File: src/rtl/sce_pkg.sv
// ----------------------------------------------------------------------------
// sce_pkg: shared types and constants for the smoothed channel energy block
// Field widths, request and response payload types, the state memory entry,
// register indexes and reset values.
// ----------------------------------------------------------------------------
package sce_pkg;

   // Field widths
   localparam int ChW     = 3;
   localparam int SampleW = 16;
   localparam int AccW    = 43;
   localparam int AvgW    = 59;
   localparam int CountW  = 4;
   localparam int FactorW = 16;
   localparam int MagW    = SampleW + 1;
   localparam int SqW     = 2 * MagW;

   // Default channel capacity
   localparam int MaxChannelsDef = 8;

   // Scaler split: the difference is multiplied in two slices
   localparam int LoW  = 30;
   localparam int HiW  = AvgW - LoW;
   localparam int MulW = LoW + FactorW;
   localparam int SumW = HiW + FactorW + LoW + 1;

   // Configuration port
   localparam int CsrIndexW = 1;
   localparam int CsrDataW  = 16;
   localparam logic [CsrIndexW-1:0] CsrChannelCount   = 1'b0;
   localparam logic [CsrIndexW-1:0] CsrSmoothingFactor = 1'b1;

   localparam logic [CountW-1:0]  ChannelCountReset = 4'd2;
   localparam logic [FactorW-1:0] FactorReset       = 16'd655;

   typedef struct packed {
      logic [ChW-1:0]            channel;
      logic signed [SampleW-1:0] sample;
      logic signed [SampleW-1:0] dc_offset;
      logic                      last_in_frame;
   } req_type;

   typedef struct packed {
      logic [ChW-1:0]  out_channel;
      logic [AccW-1:0] frame_energy;
      logic [AvgW-1:0] average_energy;
   } rsp_type;

   typedef struct packed {
      logic [AccW-1:0] acc;
      logic [AvgW-1:0] avg;
   } entry_type;

endpackage

File: src/rtl/sce_state_mem.sv
// ----------------------------------------------------------------------------
// sce_state_mem: per-channel state memory
// One write and one read port, read data registered. Per-entry valid bits
// make entries read as zero until first written after reset.
// ----------------------------------------------------------------------------
module sce_state_mem #(
   parameter int Depth = sce_pkg::MaxChannelsDef,
   parameter int AddrW = 3
) (
   input  logic                  clock,
   input  logic                  reset,
   input  logic                  rd_en,
   input  logic [AddrW-1:0]      rd_addr,
   output sce_pkg::entry_type    rd_data,
   input  logic                  wr_en,
   input  logic [AddrW-1:0]      wr_addr,
   input  sce_pkg::entry_type    wr_data
);

   sce_pkg::entry_type mem [Depth];
   sce_pkg::entry_type data_ff;
   logic [Depth-1:0]   valid_ff;
   logic               rd_valid_ff;

   // Write and read the array
   always_ff @(posedge clock) begin
      if (wr_en) begin
         mem[wr_addr] <= wr_data;
      end
      if (rd_en) begin
         data_ff <= mem[rd_addr];
      end
   end

   // Track written entries
   always_ff @(posedge clock) begin
      if (reset) begin
         valid_ff    <= '0;
         rd_valid_ff <= 1'b0;
      end else begin
         if (wr_en) begin
            valid_ff[wr_addr] <= 1'b1;
         end
         if (rd_en) begin
            rd_valid_ff <= valid_ff[rd_addr];
         end
      end
   end

   assign rd_data = rd_valid_ff ? data_ff : '0;

endmodule

File: src/rtl/sce_scaler.sv
// ----------------------------------------------------------------------------
// sce_scaler: multi-cycle Q16 scaling unit
// Computes (d * f) >> 16 for a 59-bit d and 16-bit f with one shared
// 30x16 multiplier, low slice first and then high slice, and a final add.
// ----------------------------------------------------------------------------
module sce_scaler (
   input  logic                        clock,
   input  logic                        reset,
   input  logic                        start,
   input  logic [sce_pkg::AvgW-1:0]    diff,
   input  logic [sce_pkg::FactorW-1:0] factor,
   output logic                        done,
   output logic [sce_pkg::AvgW-1:0]    result
);

   typedef enum logic [3:0] {
      SC_IDLE = 4'b0001,
      SC_LO   = 4'b0010,
      SC_HI   = 4'b0100,
      SC_SUM  = 4'b1000
   } sc_state_type;

   sc_state_type                   state_ff, state_in;
   logic [sce_pkg::AvgW-1:0]       diff_ff;
   logic [sce_pkg::FactorW-1:0]    factor_ff;
   logic [sce_pkg::MulW-1:0]       p_lo_ff;
   logic [sce_pkg::MulW-2:0]       p_hi_ff;
   logic [sce_pkg::AvgW-1:0]       result_ff;
   logic                           done_ff;
   logic [sce_pkg::LoW-1:0]        mul_a;
   logic [sce_pkg::MulW-1:0]       mul_p;
   logic [sce_pkg::SumW-1:0]       sum;

   // Next state
   always_comb begin
      state_in = state_ff;
      unique case (state_ff)
         SC_IDLE: if (start) state_in = SC_LO;
         SC_LO:   state_in = SC_HI;
         SC_HI:   state_in = SC_SUM;
         SC_SUM:  state_in = SC_IDLE;
         default: state_in = SC_IDLE;
      endcase
   end

   // Shared multiplier: low slice first, then high slice
   assign mul_a = (state_ff == SC_LO) ? diff_ff[sce_pkg::LoW-1:0]
                                      : sce_pkg::LoW'(diff_ff[sce_pkg::AvgW-1:sce_pkg::LoW]);
   assign mul_p = mul_a * factor_ff;

   // Recombine slices and drop the Q16 fraction
   assign sum = sce_pkg::SumW'({p_hi_ff, {sce_pkg::LoW{1'b0}}}) + sce_pkg::SumW'(p_lo_ff);

   always_ff @(posedge clock) begin
      if (reset) begin
         state_ff <= SC_IDLE;
         done_ff  <= 1'b0;
      end else begin
         state_ff <= state_in;
         done_ff  <= (state_ff == SC_SUM);
      end
   end

   always_ff @(posedge clock) begin
      if (state_ff == SC_IDLE && start) begin
         diff_ff   <= diff;
         factor_ff <= factor;
      end
      if (state_ff == SC_LO) begin
         p_lo_ff <= mul_p;
      end
      if (state_ff == SC_HI) begin
         p_hi_ff <= mul_p[sce_pkg::MulW-2:0];
      end
      if (state_ff == SC_SUM) begin
         result_ff <= sum[sce_pkg::FactorW +: sce_pkg::AvgW];
      end
   end

   assign done   = done_ff;
   assign result = result_ff;

endmodule

File: src/rtl/smoothed_channel_energy_top.sv
// ----------------------------------------------------------------------------
// smoothed_channel_energy_top: per-channel frame energy with EMA smoothing
// Accumulates squared DC-removed samples per channel and folds each finished
// frame into a Q16 running average.
// ----------------------------------------------------------------------------
// A sample that does not end its frame is accepted in ST_IDLE, which reads
// the channel's entry from the state memory; ST_ACC then adds its square,
// writes the entry back and returns to ST_IDLE. A sample that ends a frame
// goes on through ST_DIFF for the compare, ST_SCALE while the shared 30x16
// multiplier scales the 59-bit difference in two slices, and ST_UPD for the
// final update. Requests for a channel at or above the channel count or
// MAX_CHANNELS are taken and dropped. A result waiting in the output register
// does not hold off new requests; only a second frame end waits for it to
// drain. State entries read as zero after reset until first written.
module smoothed_channel_energy_top #(
   parameter int MAX_CHANNELS = sce_pkg::MaxChannelsDef
) (
   input  logic                          clock,
   input  logic                          reset,
   input  logic                          req_valid,
   output logic                          req_ready,
   input  sce_pkg::req_type              req_data,
   output logic                          rsp_valid,
   input  logic                          rsp_ready,
   output sce_pkg::rsp_type              rsp_data,
   input  logic                          csr_we,
   input  logic [sce_pkg::CsrIndexW-1:0] csr_index,
   input  logic [sce_pkg::CsrDataW-1:0]  csr_wdata
);

   localparam int AddrW  = (MAX_CHANNELS > 1) ? $clog2(MAX_CHANNELS) : 1;
   localparam int ChWide = sce_pkg::ChW + AddrW;

   typedef enum logic [4:0] {
      ST_IDLE  = 5'b00001,
      ST_ACC   = 5'b00010,
      ST_DIFF  = 5'b00100,
      ST_SCALE = 5'b01000,
      ST_UPD   = 5'b10000
   } st_type;

   st_type                          state_ff, state_in;
   logic [sce_pkg::CountW-1:0]      count_ff;
   logic [sce_pkg::FactorW-1:0]     factor_ff;
   logic [AddrW-1:0]                addr_ff;
   logic [sce_pkg::ChW-1:0]         ch_ff;
   logic                            last_ff;
   logic [sce_pkg::SqW-1:0]         sq_ff;
   logic [sce_pkg::AccW-1:0]        acc_ff;
   logic [sce_pkg::AvgW-1:0]        avg_ff;
   logic                            up_ff;
   logic                            rsp_valid_ff;
   sce_pkg::rsp_type                rsp_data_ff;

   logic                            req_fire;
   logic [ChWide-1:0]               ch_wide;
   logic                            active;
   logic [AddrW-1:0]                addr_in;
   logic signed [sce_pkg::MagW-1:0] diff_s;
   logic [sce_pkg::MagW-1:0]        mag;
   logic [sce_pkg::SqW-1:0]         sq_in;
   sce_pkg::entry_type              rd_entry;
   sce_pkg::entry_type              wr_entry;
   logic                            wr_en;
   logic [sce_pkg::AccW:0]          acc_sum;
   logic [sce_pkg::AccW-1:0]        acc_in;
   logic [sce_pkg::AvgW-1:0]        target;
   logic                            up_in;
   logic [sce_pkg::AvgW-1:0]        sc_diff;
   logic                            sc_done;
   logic [sce_pkg::AvgW-1:0]        sc_result;
   logic [sce_pkg::AvgW-1:0]        avg_in;
   logic                            out_free;

   // Configuration registers
   always_ff @(posedge clock) begin
      if (reset) begin
         count_ff  <= sce_pkg::ChannelCountReset;
         factor_ff <= sce_pkg::FactorReset;
      end else if (csr_we) begin
         unique case (csr_index)
            sce_pkg::CsrChannelCount:    count_ff  <= csr_wdata[sce_pkg::CountW-1:0];
            sce_pkg::CsrSmoothingFactor: factor_ff <= csr_wdata[sce_pkg::FactorW-1:0];
            default: ;
         endcase
      end
   end

   // Request decode: channel range check and sample square
   assign req_ready = (state_ff == ST_IDLE);
   assign req_fire  = req_valid & req_ready;
   assign ch_wide   = {{AddrW{1'b0}}, req_data.channel};
   assign active    = ({1'b0, req_data.channel} < count_ff)
                      && (ch_wide < ChWide'(MAX_CHANNELS));
   assign addr_in   = ch_wide[AddrW-1:0];
   assign diff_s    = sce_pkg::MagW'(req_data.sample) - sce_pkg::MagW'(req_data.dc_offset);
   assign mag       = diff_s[sce_pkg::MagW-1] ? sce_pkg::MagW'(-diff_s)
                                              : sce_pkg::MagW'(diff_s);
   assign sq_in     = mag * mag;

   // Saturating accumulate
   assign acc_sum = {1'b0, rd_entry.acc} + (sce_pkg::AccW + 1)'(sq_ff);
   assign acc_in  = acc_sum[sce_pkg::AccW] ? '1 : acc_sum[sce_pkg::AccW-1:0];

   // Compare frame energy against the average, form the magnitude
   assign target  = {acc_ff, {sce_pkg::FactorW{1'b0}}};
   assign up_in   = (target >= avg_ff);
   assign sc_diff = up_in ? (target - avg_ff) : (avg_ff - target);

   // Apply the scaled step
   assign avg_in   = up_ff ? (avg_ff + sc_result) : (avg_ff - sc_result);
   assign out_free = ~rsp_valid_ff | rsp_ready;

   // Next state
   always_comb begin
      state_in = state_ff;
      unique case (state_ff)
         ST_IDLE:  if (req_fire && active) state_in = ST_ACC;
         ST_ACC:   state_in = last_ff ? ST_DIFF : ST_IDLE;
         ST_DIFF:  state_in = ST_SCALE;
         ST_SCALE: if (sc_done) state_in = ST_UPD;
         ST_UPD:   if (out_free) state_in = ST_IDLE;
         default:  state_in = ST_IDLE;
      endcase
   end

   // Write back: accumulator alone mid-frame, cleared accumulator and new average at frame end
   always_comb begin
      wr_en    = 1'b0;
      wr_entry = '0;
      if (state_ff == ST_ACC && !last_ff) begin
         wr_en        = 1'b1;
         wr_entry.acc = acc_in;
         wr_entry.avg = rd_entry.avg;
      end else if (state_ff == ST_UPD && out_free) begin
         wr_en        = 1'b1;
         wr_entry.acc = '0;
         wr_entry.avg = avg_in;
      end
   end

   always_ff @(posedge clock) begin
      if (reset) begin
         state_ff     <= ST_IDLE;
         rsp_valid_ff <= 1'b0;
      end else begin
         state_ff <= state_in;
         if (state_ff == ST_UPD && out_free) begin
            rsp_valid_ff <= 1'b1;
         end else if (rsp_ready) begin
            rsp_valid_ff <= 1'b0;
         end
      end
   end

   // Hold request fields and intermediate values
   always_ff @(posedge clock) begin
      if (req_fire) begin
         addr_ff <= addr_in;
         ch_ff   <= req_data.channel;
         last_ff <= req_data.last_in_frame;
         sq_ff   <= sq_in;
      end
      if (state_ff == ST_ACC) begin
         acc_ff <= acc_in;
         avg_ff <= rd_entry.avg;
      end
      if (state_ff == ST_DIFF) begin
         up_ff <= up_in;
      end
      if (state_ff == ST_UPD && out_free) begin
         rsp_data_ff.out_channel    <= ch_ff;
         rsp_data_ff.frame_energy   <= acc_ff;
         rsp_data_ff.average_energy <= avg_in;
      end
   end

   sce_state_mem #(
      .Depth (MAX_CHANNELS),
      .AddrW (AddrW)
   ) u_mem (
      .clock   (clock),
      .reset   (reset),
      .rd_en   (req_fire),
      .rd_addr (addr_in),
      .rd_data (rd_entry),
      .wr_en   (wr_en),
      .wr_addr (addr_ff),
      .wr_data (wr_entry)
   );

   sce_scaler u_scaler (
      .clock  (clock),
      .reset  (reset),
      .start  (state_ff == ST_DIFF),
      .diff   (sc_diff),
      .factor (factor_ff),
      .done   (sc_done),
      .result (sc_result)
   );

   assign rsp_valid = rsp_valid_ff;
   assign rsp_data  = rsp_data_ff;

endmodule
File: config.mk
export PLATFORM = sky130hd
export DESIGN_NAME = smoothed_channel_energy_top
export DESIGN_NICKNAME = d
export VERILOG_FILES = /design/src/rtl/sce_pkg.sv /design/src/rtl/sce_state_mem.sv /design/src/rtl/sce_scaler.sv /design/src/rtl/smoothed_channel_energy_top.sv
export SDC_FILE = /design/constraint.sdc
export NUM_CORES = 2
export LEC_CHECK = 0
export BUFFER_PORTS_ARGS = -buffer_cell sky130_fd_sc_hd__buf_2
export CORE_ASPECT_RATIO = 1.25
export CORE_UTILIZATION = 40
export CTS_BUF_LIST = sky130_fd_sc_hd__clkbuf_2
export CTS_CLUSTER_SIZE = 28
export DETAILED_ROUTE_END_ITERATION = 7
export PLACE_DENSITY = 0.59
export SETUP_SLACK_MARGIN = 0.2
export SLEW_MARGIN = 20
export SYNTH_ARGS = -nofsm -noshare
export SYNTH_HDL_FRONTEND = slang
export SYNTH_SLANG_ARGS = --single-unit
File: constraint.sdc
create_clock -name clock -period 15.84 [get_ports clock]
set_input_delay 2.376 -clock clock [delete_from_list [all_inputs] [get_ports clock]]
set_output_delay 2.376 -clock clock [all_outputs]
set_load 0.02 [all_outputs]
==> reports/metrics.cfg <==
[run_status]
outcome=completed

[synthesis]
ys_warn_count=0
ys_ff_latch=1412
synth_cell_types=112
synth_area_um2=88100
netlist_instances=7007
synth_top_flop_cell=edfxtp_1
syn_area_per_cell_um2=12.6
synth-edff-count=1372
synth-seq-area-share=0.477
async_reset_ff_frac=0

[die]
die-area_um2=222000
rows=192
die_height_um=527
coreArea_um2=219000
ioPinCount=165
start_util=0.403
die_w_um=422

[global_route]
grt_antenna_before_repair=12
grt_pass1_vias=60200
gr-total-overflow=0
grt_max_degree=89
grt_usage=0.216
grt_pass1_wl_um=366000

[detailed_routing]
ant_nets=0
wirelength_um=240000
drt_iter0_drc=3635
vias_per_cell=5.37
num_vias=56300
routedWlPerCell_um=22.9
drc=0
firstDrtPassIters=5

[place]
globalplace.congestion=0.921
port_buffers=164
dp_worst_setup_slack_ps=4030
post_dp_cell_area_um2=92200
dp_hpwl_um=173000

[cts]
postCtsHoldBufs=0
cts_setup_buffers=0
htree_levels=5
root_buffer=clkbuf_2
clk_pin_slew_worst_paths_ps=100
clock_path_buffers=4
clk_latency_ps=1610
cts_buffers=345
cts_tree=yes
cts_resized=0
cts.sinks=1412

[sta]
maxClockFrequency_ghz=0.0977
fin_crit_sh=0.646
hold_violations=0
setup_tns_ps=0
worst_slack_ps=5610
rsz0062_at_grt=false
clock_skew_ps=226
setup_viol=0
period_minus_slack_ps=10230
tightestPinTransition_ps=1070
max_slew_margin=0.277
slew_viol_final=0

[layout]
area_growth_syn_to_layout_pct=8.25
design_area_um2=95400
final_nets=8392
final_util=0.436
drive_above_1_share=0.160

[worst_hold_path]
holdPathStages=0
hold_class=reg -> reg

[worst_setup_path]
r2r-end=u_scaler.p_hi_ff[42]
crit_type=in -> reg
crit_end=sq_ff[32]
cpMaxStageDelayCell=xor2_1
slowest_delay_ps=750
timing.critical_path.from=req_data[1]
r2r_slack_ps=6360
setup.worst_path.end_class=register
timing.rr.start=u_scaler.state_ff[3]
worstPathMaxFanout=11
worstPathRequired_ps=17130
critPathMostFrequentCell=fa_1
cp.arrival_ps=11520
critPathLaunchType=input pin
r2r_cells=27

[pwr]
p_leak_nw=37.4
power_density_nw_per_um2=237
peakVddDrop_mv=0.858

[flow_run]
cap_violations=0

## cells in the final DEF (no fill, tap or decap), types with 12 or more instances in the layout
cell / count
a211oi_1: 24
a21boi_0: 12
a21o_1: 185
a21oi_1: 341
a22o_1: 55
a31oi_1: 34
and2_1: 312
and3_1: 63
buf_2: 161
buf_4: 70
clkbuf_2: 497
clkinv_1: 63
clkinv_2: 21
conb_1: 12
dfxtp_1: 39
edfxtp_1: 1372
fa_1: 585
ha_1: 435
inv_1: 823
mux2_2: 134
mux2i_1: 31
mux4_2: 206
nand2_1: 613
nand2b_1: 34
nand3_1: 79
nand3b_1: 12
nand4_1: 46
nor2_1: 285
nor2b_1: 42
nor3_1: 72
nor4_1: 17
o21a_1: 42
o21ai_0: 160
o21bai_1: 47
o31ai_1: 16
or2_2: 22
or3_1: 16
xnor2_1: 182
xor2_1: 142
## cell usage after synthesis, drive strengths merged, types with 10 or more instances
cell / number / area (um^2)
dfxtp: 40 / 801
a21boi: 13 / 97.6
nand3b: 12 / 90.1
a21o: 185 / 1390
a31o: 10 / 87.6
o31ai: 16 / 120
xnor2: 183 / 1610
or3: 17 / 111
nor3: 76 / 397
or4: 13 / 105
nor4: 20 / 153
edfxtp: 1372 / 41200
a221oi: 11 / 109
inv: 827 / 3100
o21ai: 165 / 826
nor2b: 42 / 263
a31oi: 35 / 234
nor2: 294 / 1110
nand2: 613 / 2300
o211ai: 11 / 82.6
and2: 316 / 1980
mux2: 134 / 1510
nand4: 47 / 309
mux2i: 31 / 310
o21bai: 47 / 353
o21a: 42 / 315
a22o: 55 / 482
a21oi: 342 / 1720
a211oi: 24 / 180
mux4: 206 / 4640
nand3: 79 / 395
and4: 11 / 97.6
nand2b: 34 / 213
xor2: 143 / 1260
and3: 64 / 400
buf: 42 / 196
or2: 22 / 138
ha: 435 / 5440
clkbuf: 248 / 932
fa: 585 / 11700
## layer usage
layer	wire length (um)	track usage	part of all wire	vias to the layer above
met4	8420	0.0798	0.035	0
met2	127000	0.396	0.53	1488
met3	10900	0.0309	0.045	396
li1	-	-	-	25500
met1	93900	0.255	0.39	28900
met5	0	0	0	-
## layout make-up
| cell class | instances | area (um^2) |
|---|---|---|
| Fill cell | 20400 | 123000 |
| Multi-Input combinational cell | 4483 | 42000 |
| Tap cell | 2910 | 3640 |
| Antenna cell | 6 | 15.0 |
| Inverter | 832 | 3130 |
| Sequential cell | 1412 | 42000 |
| Clock inverter | 100 | 638 |
| Timing Repair Buffer | 240 | 1480 |
| Clock buffer | 497 | 2490 |
## worst max-delay path, delay by kind of cell
kind / cells / cell delay (ps)
AOI/OAI and AO/OA: 15 / 3130
xor gates and xnor gates: 1 / 750
buffers and inverters: 5 / 720
adders and majority gates: 9 / 3960
and+or+nand+nor: 3 / 570
## how the worst min path moves through the flow
stage                    startpoint                  to  slack (ps)
6_report       u_scaler.p_lo_ff[18]  u_scaler.result[2]         300
4_1_cts        u_scaler.p_lo_ff[18]  u_scaler.result[2]         270
3_3_place_gp   u_scaler.p_lo_ff[17]  u_scaler.result[1]         410
2_1_floorplan  u_scaler.p_lo_ff[16]  u_scaler.result[0]         400
3_5_place_dp   u_scaler.p_lo_ff[23]  u_scaler.result[7]         410
5_1_grt        u_scaler.p_lo_ff[18]  u_scaler.result[2]         310
## cell families after synthesis
| logic type | count (synthesis) | share of synthesized area |
|---|---|---|
| mux | 371 | 0.0733 |
| flops | 1412 | 0.477 |
| buf+inv | 1122 | 0.0482 |
| other cells | 2 | 0.0000852 |
| fa+ha+maj | 1020 | 0.195 |
| simple gates | 1687 | 0.0944 |
| xor+xnor | 327 | 0.0328 |
| compound gates | 1066 | 0.0799 |
## registers in the layout (all words and copies together), names as in the netlist, 4 cells and up
name	cells
acc_ff	43
avg_ff	59
count_ff	4
factor_ff	16
rsp_data	105
sq_ff	33
state_ff	5
u_mem.data_ff	102
u_mem.mem	816
u_mem.valid_ff	8
u_scaler.diff_ff	59
u_scaler.factor_ff	16
u_scaler.p_hi_ff	45
u_scaler.p_lo_ff	30
u_scaler.result	59
u_scaler.state_ff	4
## power by group
part	leakage (nW)	internal (mW)	switching (mW)
sequential	12.2	5.03	0.0929
clock	2.35	0.957	1.48
combinational	22.9	6.34	8.75
## metrics by stage
step           std cells  power [mW]  hold WS [ps]
6_report           10500        22.7           302
2_1_floorplan       7017        16.8           400
3_3_place_gp        9874        20.2           406
4_1_cts            10500        22.9           270
5_1_grt            10500        25.1           307
3_5_place_dp        9876        20.3           405
No activity file was read; power rests on OpenSTA's default activity.
